File: src/fltw_pkg.sv
// ----------------------------------------------------------------------------
// fltw_pkg
// shared constants, status codes and controller/datapath structs for the
// four-level page table walker
// ----------------------------------------------------------------------------
package fltw_pkg;

    // entry store geometry
    localparam int STORE_WORDS = 4096;
    localparam int ADDR_W      = $clog2(STORE_WORDS);
    localparam int INDEX_BITS  = 9;
    localparam int TABLE_WORDS = 1 << INDEX_BITS;
    localparam int LEVELS      = 4;

    // highest table frame whose 512 words all lie inside the store
    localparam int TABLE_LIMIT = (STORE_WORDS - TABLE_WORDS) / TABLE_WORDS;

    // field widths
    localparam int ENTRY_W     = 64;
    localparam int VA_W        = 48;
    localparam int PA_W        = 52;
    localparam int OFFSET_BITS = 12;
    localparam int FRAME_BITS  = PA_W - OFFSET_BITS;
    localparam int SIDX_W      = 12;
    localparam int STATUS_W    = 3;
    localparam int PRESENT_BIT = 0;

    // opcodes
    localparam logic OP_WRITE     = 1'b0;
    localparam logic OP_TRANSLATE = 1'b1;

    // result status codes
    localparam logic [STATUS_W-1:0] STAT_OK        = 3'd0;
    localparam logic [STATUS_W-1:0] STAT_ABSENT_L1 = 3'd1;
    localparam logic [STATUS_W-1:0] STAT_ABSENT_L2 = 3'd2;
    localparam logic [STATUS_W-1:0] STAT_ABSENT_L3 = 3'd3;
    localparam logic [STATUS_W-1:0] STAT_ABSENT_L4 = 3'd4;
    localparam logic [STATUS_W-1:0] STAT_OUTSIDE   = 3'd5;

    typedef logic [1:0] t_level;

    localparam t_level LAST_LEVEL = 2'(LEVELS - 1);

    // commands from controller to datapath
    typedef struct packed {
        logic                clear_en;
        logic                load_va;
        logic                wr_en;
        logic                rd_en;
        logic                rd_from_root;
        t_level              rd_level;
        logic                res_load;
        logic                res_use_frame;
        logic [STATUS_W-1:0] res_status;
    } t_ctrl_cmd;

    // status from datapath to controller
    typedef struct packed {
        logic clear_last;
        logic root_outside;
        logic entry_present;
        logic next_outside;
    } t_dp_status;

endpackage

File: src/fltw_ctrl.sv
// ----------------------------------------------------------------------------
// fltw_ctrl
// walk sequencer: store clearing, request intake, level stepping and
// result register handshake
// ----------------------------------------------------------------------------
module fltw_ctrl
    import fltw_pkg::*;
(
    input  logic       i_clk,
    input  logic       i_rst_n,
    input  logic       i_in_valid,
    input  logic       i_opcode,
    input  logic       i_out_ready,
    input  t_dp_status i_dp,
    output logic       o_in_ready,
    output logic       o_out_valid,
    output t_ctrl_cmd  o_cmd
);

    localparam logic [1:0] S_CLEAR = 2'd0;
    localparam logic [1:0] S_IDLE  = 2'd1;
    localparam logic [1:0] S_WALK  = 2'd2;

    logic [1:0] r_state, n_state;
    t_level     r_level, n_level;
    logic       r_out_valid, n_out_valid;
    logic       w_accept;
    t_ctrl_cmd  w_cmd;

    assign o_in_ready  = (r_state == S_IDLE) && (!r_out_valid || i_out_ready);
    assign w_accept    = i_in_valid && o_in_ready;
    assign o_out_valid = r_out_valid;
    assign o_cmd       = w_cmd;

    always_comb begin
        n_state = r_state;
        n_level = r_level;
        w_cmd   = '0;
        case (r_state)
            S_CLEAR: begin
                w_cmd.clear_en = 1'b1;
                if (i_dp.clear_last) begin
                    n_state = S_IDLE;
                end
            end
            S_IDLE: begin
                if (w_accept) begin
                    w_cmd.load_va = 1'b1;
                    if (i_opcode == OP_WRITE) begin
                        w_cmd.wr_en      = 1'b1;
                        w_cmd.res_load   = 1'b1;
                        w_cmd.res_status = STAT_OK;
                    end else if (i_dp.root_outside) begin
                        w_cmd.res_load   = 1'b1;
                        w_cmd.res_status = STAT_OUTSIDE;
                    end else begin
                        w_cmd.rd_en        = 1'b1;
                        w_cmd.rd_from_root = 1'b1;
                        n_level            = '0;
                        n_state            = S_WALK;
                    end
                end
            end
            S_WALK: begin
                if (!i_dp.entry_present) begin
                    w_cmd.res_load = 1'b1;
                    case (r_level)
                        2'd0:    w_cmd.res_status = STAT_ABSENT_L1;
                        2'd1:    w_cmd.res_status = STAT_ABSENT_L2;
                        2'd2:    w_cmd.res_status = STAT_ABSENT_L3;
                        default: w_cmd.res_status = STAT_ABSENT_L4;
                    endcase
                    n_state = S_IDLE;
                end else if (r_level == LAST_LEVEL) begin
                    w_cmd.res_load      = 1'b1;
                    w_cmd.res_use_frame = 1'b1;
                    w_cmd.res_status    = STAT_OK;
                    n_state             = S_IDLE;
                end else if (i_dp.next_outside) begin
                    w_cmd.res_load   = 1'b1;
                    w_cmd.res_status = STAT_OUTSIDE;
                    n_state          = S_IDLE;
                end else begin
                    w_cmd.rd_en    = 1'b1;
                    w_cmd.rd_level = r_level + 2'd1;
                    n_level        = r_level + 2'd1;
                end
            end
            default: begin
                n_state = S_CLEAR;
            end
        endcase
    end

    always_comb begin
        if (w_cmd.res_load) begin
            n_out_valid = 1'b1;
        end else if (i_out_ready) begin
            n_out_valid = 1'b0;
        end else begin
            n_out_valid = r_out_valid;
        end
    end

    always_ff @(posedge i_clk) begin
        if (!i_rst_n) begin
            r_state     <= S_CLEAR;
            r_level     <= '0;
            r_out_valid <= 1'b0;
        end else begin
            r_state     <= n_state;
            r_level     <= n_level;
            r_out_valid <= n_out_valid;
        end
    end

endmodule

File: config.mk
export PLATFORM = sky130hd
export DESIGN_NAME = fltw_ctrl
export DESIGN_NICKNAME = d
export VERILOG_FILES = /design/src/fltw_pkg.sv /design/src/fltw_ctrl.sv
export SDC_FILE = /design/constraint.sdc
export NUM_CORES = 1
export LEC_CHECK = 0
export ABC_AREA = 1
export BUFFER_PORTS_ARGS = -buffer_cell sky130_fd_sc_hd__buf_2
export CORE_AREA = 3 3 40 42
export DETAILED_ROUTE_END_ITERATION = 8
export DIE_AREA = 0 0 43 45
export GPL_TIMING_DRIVEN = 0
export PLACE_DENSITY = 0.7
export SYNTH_ARGS = -nofsm -noshare
export SYNTH_HDL_FRONTEND = slang
export SYNTH_SLANG_ARGS = --single-unit
File: constraint.sdc
create_clock -name i_clk -period 2.3 [get_ports i_clk]
set_clock_uncertainty 0.05 [all_clocks]
set_input_delay 0.69 -clock i_clk [delete_from_list [all_inputs] [get_ports i_clk]]
set_output_delay 0.69 -clock i_clk [all_outputs]
set_load 0.005 [all_outputs]
### Word-level counts from Yosys, hierarchy flattened

Cells that the tools add are included.

| storage, ports and cells | value |
|---|---|
| flip-flop bits (word level) | 5 |
| bits in latches | 0 |
| bits in writable memories | 0 |
| memory bits (read-only) | 0 |
| output and inout bits | 14 |
| memories kept | 0 |

| cells by class | value |
|---|---|
| add/subtract/negate cells | 1 |
| $mul | 0 |
| div/mod/pow operators | 0 |
| $lt $le $gt $ge | 0 |
| eq/ne operators | 13 |
| shift operators | 0 |
| multiplexer cells | 50 |
| bitwise logic cells | 0 |
| reductions and logical operators | 10 |

Operator list:

| kind | count |
|---|---|
| 2-bit two-way mux | 20 |
| 3-bit two-way mux | 6 |
| 1-bit two-way mux | 17 |
| 2-bit != test (second input constant) | 7 |
| 3-bit case mux with 3 select lines | 1 |
| 7-bit AND reduction | 1 |
| 2-bit equality test (second input constant) | 3 |
| 2-bit case mux with 3 select lines | 1 |
| 3-bit case mux with 2 select lines | 1 |
| 5-bit AND reduction | 1 |
| 2-bit by 1-bit equality test with 1-bit output (second input constant) | 2 |
| 2-bit zero test | 2 |
| 4-bit two-way mux | 1 |
| 4-bit != test (second input constant) | 1 |
| 1-bit case mux with 2 select lines | 2 |
| 2-bit case mux with 2 select lines | 1 |
| 2-bit nonzero test | 2 |
| 2-bit by 1-bit adder with 2-bit output (second input constant) | 1 |
| 1-bit logical AND | 2 |
| 1-bit zero test | 1 |
| 1-bit logical OR | 1 |

### Longest topological paths before layout

Gate-level depths: netlist of run 1.

| logic depth | value |
|---|---|
| word-level depth | 7 |
| depth in mapped cells | 10 |
| gate-level depth less buffers | 9 |

### Least setup slack after synthesis of run 1

OpenSTA, ideal clock, no wires.

| path | value |
|---|---|
| path kind | in2out |
| start point | input port i_dp[0] (netlist name) |
| end point | output port o_cmd[4] (netlist name) |
| arrival time | 1.259 ns |
| slack | 0.301 ns |
| stages | 7 |
| buffers on the path | 1 |
| cells stage by stage | inv_1 -> nand2_1 -> o21ai_2 -> o21ai_0 -> nand2_1 -> inv_1 -> buf_4 |

RTL lines:

| element | line | text |
|---|---|---|
| start, declared | fltw_ctrl.sv:14 | `input t_dp_status i_dp,` |
| end, declared | fltw_ctrl.sv:17 | `output t_ctrl_cmd o_cmd` |

==> impl_metrics.py, run 1 <==
metrics = {
    "run_status": {
        "status": "completed",
    },
    "clock_tree": {
        "clk_pin_slew_ps": 40,
        "cts_buffers": 3,
        "clk_path_buf_depth": 2,
        "clock-sinks": 5,
        "cts-root-buf": "clkbuf_4",
        "worstSkewPairLatency_ps": 240,
        "cts_tree": "done",
        "cts.htree.levels": 1,
    },
    "finish": {
        "syn2layout_area_growth_pct": 49.9,
        "layout.nets": 139,
        "final-instance-count-excl-fill": 136,
        "post-route-util_pct": 62.9,
        "regArea_um2": 105,
        "multi_input_area_um2": 402,
        "fillers": 132,
        "diodes": 0,
        "drive_above_1_share_pct": 43.8,
    },
    "placement": {
        "dp.cells": 125,
        "dpl.hpwl_mm": 1.00,
        "dp_slack_ps": 21.8,
        "place_congestion": 0.799,
        "portBuffers": 22,
    },
    "worst_hold_path": {
        "hp-start": "r_state[1]",
        "min_path_type": "register to register",
    },
    "power": {
        "ir_drop_mv": 0.632,
        "combPwrFrac_pct": 64.5,
        "power_switching_share_pct": 45.6,
        "p_clk_share_pct": 14.0,
        "internal_power_mw": 0.389,
        "power_mw": 0.715,
        "p_sw_mw": 0.326,
        "power.density_mw_per_mm2": 885,
        "seqPwrFrac_pct": 21.5,
        "power_leakage_nw": 0.472,
    },
    "worst_setup_path": {
        "worstSetupEndpointType": "primary output",
        "worstSetupStartpointType": "input pin",
        "path_class": "input pin to primary output",
        "cp_top_family": "buffers and inverters",
        "path_cells": "buf_2, inv_2, nand2_4, o21ai_4, o21ai_2, nand2_1, inv_1, buf_4, buf_2",
        "cpMostUsedCell": "buf_2",
        "reg2reg_from": "r_level[0]",
        "arrival_ps": 1510,
        "crit_buf_inv": 5,
        "critPathMaxStageDelay_ps": 150,
        "required_ps": 1560,
        "slowest_stage": "o21ai_4",
        "cp_max_fo": 2,
        "worstSetupStartpoint": "i_dp[0]",
    },
    "logic_synthesis": {
        "avgSynthCellArea_um2": 6.13,
        "async_flop_share_pct": 0,
        "synth_seq_cells": 5,
        "synthTopCellsByCount": "inv_1 (20), nand2_1 (20), nor2_1 (11)",
        "synth_top_area_share_pct": 18.6,
        "synth_cells": 88,
        "synth_cell_types": 16,
        "synth-main-ff-cell": "dfxtp_1",
        "syn_area_um2": 539,
        "ys_seq_area_share_pct": 18.6,
        "yosys_warnings": 0,
        "synth_area_leader_cell": "dfxtp_1",
        "synth.area.top_cells": "dfxtp_1 (19%), ha_1 (19%), inv_1 (14%)",
        "synth_edf_count": 0,
        "synthesis.nets": 105,
    },
    "die": {
        "die_x_um": 43,
        "io_pins": 23,
        "start_util_pct": 42.0,
        "die_h_um": 45,
        "row_count": 13,
        "dieArea_mm2": 0.00194,
        "core_mm2": 0.00128,
    },
    "sta": {
        "worst_pin_slew_ps": 182,
        "min_period_ps": 2250,
        "hold_violations": 0,
        "report.final.slew_viol_count": 0,
        "fmax_mhz": 444,
        "max-slew-margin-rel_pct": 87.7,
        "hold_slack_ps": 450,
        "setup_slack_ps": 45.9,
        "period_share_pct": 98.0,
        "setup_viol": 0,
    },
    "detailed_routing": {
        "drc": 0,
        "vias_per_cell": 4.47,
        "finalWirelength_mm": 1.37,
        "first_pass_iters": 2,
        "first_iter_violations": 6,
        "wl_per_cell_um": 10.0,
        "dr_total_vias": 608,
        "ant_nets": 0,
    },
    "global_routing": {
        "grt_pass1_vias": 490,
        "track_usage_pct": 13.8,
        "grt_overflow": 0,
        "grt_start_max_net_pins": 9,
        "antenna_found_initial": 0,
        "grt_pass1_wl_mm": 1.99,
    },
    "run": {
        "drv_cap": 0,
    },
}
## worst register-to-register path, stage by stage, from the launching register on
cell and delay (ps):
dfxtp_1 400, ha_2 270, inv_1 70, nand2_1 70, nor2_2 40, buf_4 120, nor2_2 130, nand2_1 100
nand2_1 80, nand2_1 50, nor2_1 80
## power groups by stage
| stage | clock network, mW | registers [mW] | logic (mW) |
|---|---|---|---|
| floorplan | 0 | 0.143 | 0.279 |
| global placement | 0 | 0.148 | 0.367 |
| detailed placement | 0 | 0.149 | 0.374 |
| CTS | 0.106 | 0.150 | 0.378 |
| global route | 0.110 | 0.159 | 0.528 |
| finish | 0.0999 | 0.154 | 0.462 |
## routing by layer
layer,wire length (um),GRT usage [%]
met4,14,9.04
met5,0,0
met2,714,21.9
met3,52,1.20
met1,584,18.1
## logic make-up after synthesis
group                    count (synthesis)  synth area share, %
AO/OA/AOI/OAI                           12                 12.8
adder cells (fa/ha/maj)                  8                 18.6
buffers and inverters                   22                 16.7
flip-flops                               5                 18.6
AND/OR/NAND/NOR                         41                 33.4
## flip-flops by register name (all words and copies together), names as in the netlist
name,flops
o_out_valid,1
r_level,2
r_state,2
## path summary, 6_finish.rpt
kind	depth (start not counted)	slack, ps	end
worst max-delay path	9	50	o_cmd[4]
worst min-delay path	2	450	r_state[1]
worst max register to register	10	770	r_state[0]
worst min register to register	2	450	r_state[1]
## per-stage QoR
stage	setup TNS [ps]	area, um^2
2_1_floorplan	0	539
3_3_place_gp	0	668
3_5_place_dp	0	668
4_1_cts	0	698
5_1_grt	-25.0	808
6_report	0	808
## layout by cell type (no fill, tap or decap)
cell / instances
a21oi_1: 4
a21oi_2: 2
and2_1: 1
buf_2: 22
buf_4: 8
buf_6: 1
clkbuf_1: 1
clkbuf_4: 3
dfxtp_1: 3
dfxtp_2: 1
dfxtp_4: 1
ha_1: 6
ha_2: 1
ha_4: 1
inv_1: 17
inv_2: 3
nand2_1: 18
nand2_2: 1
nand2_4: 1
nand3_1: 2
nand3_2: 3
nor2_1: 11
nor2_2: 2
nor3_1: 2
o211ai_1: 1
o21ai_0: 1
o21ai_2: 2
o21ai_4: 1
o21bai_1: 1
## layout make-up
| cell class | instances | share of cell area (%) |
|---|---|---|
| Multi-Input combinational cell | 61 | 49.7 |
| Timing Repair Buffer | 29 | 20.1 |
| Sequential cell | 5 | 13.0 |
| Inverter | 20 | 9.29 |
| Clock buffer | 4 | 3.25 |
| Buffer | 2 | 2.32 |
| Tap cell | 15 | 2.32 |
## timing repair
action | 4_1_cts | 5_1_grt
resized for setup | 2 | 19
buffers inserted | 0 | 7
setup endpoints to repair | 1 | 4
hold buffers | 0 | 0
hold endpoints to repair | 0 | 0
pin swaps | 0 | 5
(Power assumes the default switching activity.)
==> inputs of run 2 (changes only) <==
--- a/config.mk
+++ b/config.mk
@@ -9,4 +9,5 @@
 export BUFFER_PORTS_ARGS = -buffer_cell sky130_fd_sc_hd__buf_2
 export CORE_AREA = 3 3 40 42
+export CTS_CLUSTER_SIZE = 20
 export DETAILED_ROUTE_END_ITERATION = 8
 export DIE_AREA = 0 0 43 45
==> constraint.sdc (replaced) <==
create_clock -name i_clk -period 2.46 [get_ports i_clk]
set_clock_uncertainty 0.05 [all_clocks]
set_input_delay 0 -clock i_clk [delete_from_list [all_inputs] [get_ports i_clk]]
set_output_delay 0 -clock i_clk [all_outputs]
set_load 0.005 [all_outputs]
==> run 2 against run 1 <==
Net effect: hold slack lost 420 ps; clock power shrank 6.4%; non-clock buffer count shrank 6; register-to-register slack gained 260 ps; critical path depth is the same; sequential power shrank 11%; die area is the same; first-iteration DRC count grew 17%; routed wire length shrank 16%; cell count shrank 4.4%; global-route usage shrank 0.50 points.
==> impl_metrics.py, run 2 (synthesis gave the netlist of run 1 again) <==
metrics = {
    "worst_setup_path": {
        "arrival_ps": 1560,
        "worstSetupEndpointType": "primary output",
        "cp_max_fo": 8,
        "path_class": "register to primary output",
        "worstSetupStartpointType": "register",
        "required_ps": 2410,
    },
    "sta": {
        "report.final.slew_viol_count": 0,
        "setup_slack_ps": 853,
        "max-slew-margin-rel_pct": 84.2,
        "fmax_mhz": 622,
        "hold_violations": 0,
        "period_share_pct": 65.3,
        "min_period_ps": 1610,
        "grt_setup_unrepaired": "no",
        "setup_tns_ps": 0,
        "setup_viol": 0,
        "worst_pin_slew_ps": 235,
    },
    "detailed_routing": {
        "drc": 0,
        "wl_per_cell_um": 8.85,
        "wl_met3_um": 57,
        "wl_met1_um": 546,
        "dr_total_vias": 576,
        "top_layer": "met4",
        "route.met2.wl_um": 530,
        "finalWirelength_mm": 1.15,
        "vias_per_cell": 4.43,
        "first_pass_iters": 2,
        "first_iter_violations": 7,
        "ant_nets": 0,
    },
    "placement": {
        "dp_slack_ps": 1030,
        "portBuffers": 22,
        "dpl.hpwl_mm": 1.00,
        "place_congestion": 0.799,
        "place_area_um2": 668,
    },
    "global_routing": {
        "grt_start_max_net_pins": 9,
        "grt_pass1_wl_mm": 1.93,
        "grt_overflow": 0,
        "grt_pass1_vias": 481,
        "track_usage_pct": 13.3,
        "antenna_found_initial": 0,
    },
    "finish": {
        "post-route-util_pct": 54.8,
        "diodes": 0,
        "final_common_cell": "buf_2",
        "drive_above_1_share_pct": 27.8,
        "stdcell_area_um2": 704,
        "layout.nets": 133,
        "syn2layout_area_growth_pct": 30.6,
        "final_cell_mix": "buf_2 (22), inv_1 (20), nand2_1 (20)",
    },
    "clock_tree": {
        "clock-sinks": 5,
        "clk_path_buf_depth": 2,
        "cts-root-buf": "clkbuf_4",
        "cts_tree": "done",
        "worstSkewPairLatency_ps": 240,
        "cts_buffers": 3,
        "cts.htree.levels": 1,
        "clk_pin_slew_ps": 40,
        "cts_resized": 0,
    },
    "power": {
        "power.density_mw_per_mm2": 821,
        "ir_drop_mv": 0.541,
        "power_mw": 0.579,
        "power_leakage_nw": 0.437,
    },
    "die": {
        "dieArea_mm2": 0.00194,
        "start_util_pct": 42.0,
        "io_pins": 23,
        "core_mm2": 0.00128,
        "row_count": 13,
        "die_x_um": 43,
        "die_h_um": 45,
    },
    "worst_hold_path": {
        "min_path_type": "input pin to register",
    },
    "run_status": {
        "status": "completed",
    },
    "run": {
        "drv_cap": 0,
    },
}
==> run 2: cell types whose count changed in the layout (fill, tap and decap cells not counted), sizes merged <==
cell and delta:
buf -7, dlygate4sd3 +1
==> run 2: report_power, final <==
group / switching, mW / internal, mW / leakage [nW] / total (mW)
sequential: 0.0274 / 0.110 / 0.0409 / 0.137
clock: 0.0323 / 0.0612 / 0.0150 / 0.0935
combinational: 0.208 / 0.140 / 0.381 / 0.348
==> run 2: path summary, 6_finish.rpt <==
path | start | end | slack [ps] | depth (start not counted)
max | r_state[0] | o_cmd[4] | 850 | 9
min | i_out_ready | o_out_valid | 30 | 4
min reg2reg | r_state[1] | r_state[1] | 470 | 2
max reg2reg | r_state[0] | r_state[0] | 1030 | 10
==> run 2: worst max-delay path, cell delays in order, from the launching register on <==
cell     delay, ps
dfxtp_1        350
inv_1           80
ha_1           190
buf_4          160
o21ai_2         70
o21ai_0        100
nand2_1         90
inv_1           40
buf_4          120
buf_2          120
==> run 2: area by class of cell <==
cell class,instances,area (um^2)
timing repair buffer,23,120
tap,15,18.8
buffer,2,15.0
clock buffer,4,26.3
multi-input combinational,61,349
fill,143,581
sequential,5,100
inverter,20,75.1
==> run 2: metal layers <==
layer | global-route usage (%) | up-vias
met3 | 1.20 | 2
li1 | - | 321
met5 | 0 | -
met4 | 9.04 | 0
met1 | 17.8 | 238
met2 | 20.4 | 15
==> run 2: stage by stage <==
stage	hold WS (ps)	std cells
6_report	31.1	130
5_1_grt	68.8	130
4_1_cts	22.3	130
3_5_place_dp	204	125
3_3_place_gp	200	125
2_1_floorplan	-18.9	88
==> run 2: what timing repair did <==
| item | 4_1_cts | 5_1_grt |
|---|---|---|
| hold endpoints to repair | 2 | 0 |
| setup buffers | 0 | 0 |
| hold buffers | 1 | 0 |
==> inputs of run 3 (changes only) <==
- clock period: 2.46 -> 1.7 ns (I/O delays scaled with it)
==> run 3 against run 2 <==
Net effect: routed wire length up 1.0%; design area up 0.53%; critical path depth unchanged; combinational power rose by 47%; via count unchanged; core utilization rose by 0.29 points; sequential power rose by 47%; sequential share of layout area increased by 0.10 points; setup slack got worse by 720 ps; critical path type unchanged; largest power group unchanged; highest routed layer unchanged.
==> impl_metrics.py, run 3 (synthesis gave the netlist of run 1 again) <==
metrics = {
    "run_status": {
        "status": "completed",
    },
    "finish": {
        "fillers": 142,
        "multi_input_area_um2": 352,
        "regArea_um2": 101,
        "final_common_cell": "buf_2",
        "post-route-util_pct": 55.1,
        "syn2layout_area_growth_pct": 31.3,
        "layout.nets": 133,
        "final_cell_mix": "buf_2 (22), nand2_1 (20), inv_1 (19)",
        "drive_above_1_share_pct": 30.4,
        "diodes": 0,
    },
    "worst_setup_path": {
        "arrival_ps": 1520,
        "worstSetupStartpointType": "register",
        "path_class": "register to primary output",
        "worstSetupEndpointType": "primary output",
        "cp_max_fo": 8,
        "required_ps": 1650,
    },
    "global_routing": {
        "grt_overflow": 0,
        "grt_start_max_net_pins": 9,
        "antenna_found_initial": 0,
        "grt_pass1_wl_mm": 1.93,
        "track_usage_pct": 13.3,
        "grt_pass1_vias": 481,
    },
    "clock_tree": {
        "cts_buffers": 3,
        "postCtsSetupBuffers": 0,
        "clk_path_buf_depth": 2,
        "cts-root-buf": "clkbuf_4",
        "cts.htree.levels": 1,
        "clk_pin_slew_ps": 40,
        "cts_tree": "done",
        "worstSkewPairLatency_ps": 240,
        "clock-sinks": 5,
    },
    "detailed_routing": {
        "first_pass_iters": 4,
        "dr_total_vias": 576,
        "finalWirelength_mm": 1.16,
        "drc": 0,
        "ant_nets": 0,
        "vias_per_cell": 4.43,
        "wl_per_cell_um": 8.94,
        "first_iter_violations": 6,
    },
    "placement": {
        "dpl.hpwl_mm": 1.00,
        "portBuffers": 22,
        "place_congestion": 0.799,
        "dp_slack_ps": 273,
    },
    "sta": {
        "max-slew-margin-rel_pct": 88.8,
        "report.final.slew_viol_count": 0,
        "hold_slack_ps": 31.4,
        "worst_pin_slew_ps": 166,
        "setup_slack_ps": 133,
        "setup_viol": 0,
        "hold_violations": 0,
        "min_period_ps": 1570,
        "grt_setup_unrepaired": "no",
        "setup_tns_ps": 0,
        "period_share_pct": 92.2,
        "fmax_mhz": 638,
    },
    "power": {
        "ir_drop_mv": 0.761,
        "power.density_mw_per_mm2": 1200,
        "power_leakage_nw": 0.434,
    },
    "die": {
        "start_util_pct": 42.0,
        "io_pins": 23,
        "row_count": 13,
        "die_h_um": 45,
        "core_mm2": 0.00128,
        "dieArea_mm2": 0.00194,
        "die_x_um": 43,
    },
    "run": {
        "drv_cap": 0,
    },
    "worst_hold_path": {
        "min_path_type": "input pin to register",
    },
}
-- run 3: final cells by class --
class	count	area share [%]
plain buffers	2	2.12
clock buffers	4	3.71
inverters	20	10.6
multi-input cells	61	49.6
flip-flops and latches	5	14.3
well taps	15	2.65
repair buffers	23	17.0
-- run 3: repair_timing --
action / in CTS / in global routing
endpoints found under the hold margin: 2 / 0
gates resized for setup: 0 / 5
hold buffers: 1 / 0
setup endpoints to repair: 0 / 4
-- run 3: critical path, cell delays in order (launching register included) --
cell	delay, ps
dfxtp_2	330
inv_1	70
ha_1	190
buf_4	160
o21ai_2	70
o21ai_1	80
nand2_1	80
inv_1	40
buf_4	120
buf_2	120
-- run 3: path summary, 6_finish.rpt --
kind                             startpoint          end  slack [ps]  cells past startpoint
worst min register to register   r_state[1]   r_state[1]         450                      2
worst min-delay path            i_out_ready  o_out_valid          30                      4
worst max-delay path             r_state[0]     o_cmd[4]         130                      9
worst max register to register   r_state[0]   r_state[0]         260                     10
-- run 3: per-layer routing --
layer	vias to the layer above	global-route usage, %	wire (um)
met2	15	20.4	552
met4	0	9.04	14
met1	238	17.8	536
met5	-	0	0
met3	2	1.20	57
li1	321	-	-
-- run 3: per-stage QoR --
| stage | instances | power (mW) | instance area (um^2) |
|---|---|---|---|
| floorplan | 88 | 0.571 | 539 |
| global placement | 125 | 0.696 | 668 |
| detailed placement | 125 | 0.708 | 668 |
| CTS | 130 | 0.853 | 704 |
| global route | 130 | 0.958 | 708 |
| finish | 130 | 0.851 | 708 |
-- run 3: power breakdown --
part / leakage, nW / internal, mW / switching, mW
Clock: 0.0150 / 0.0886 / 0.0467
Combinational: 0.378 / 0.206 / 0.307
Sequential: 0.0412 / 0.162 / 0.0406
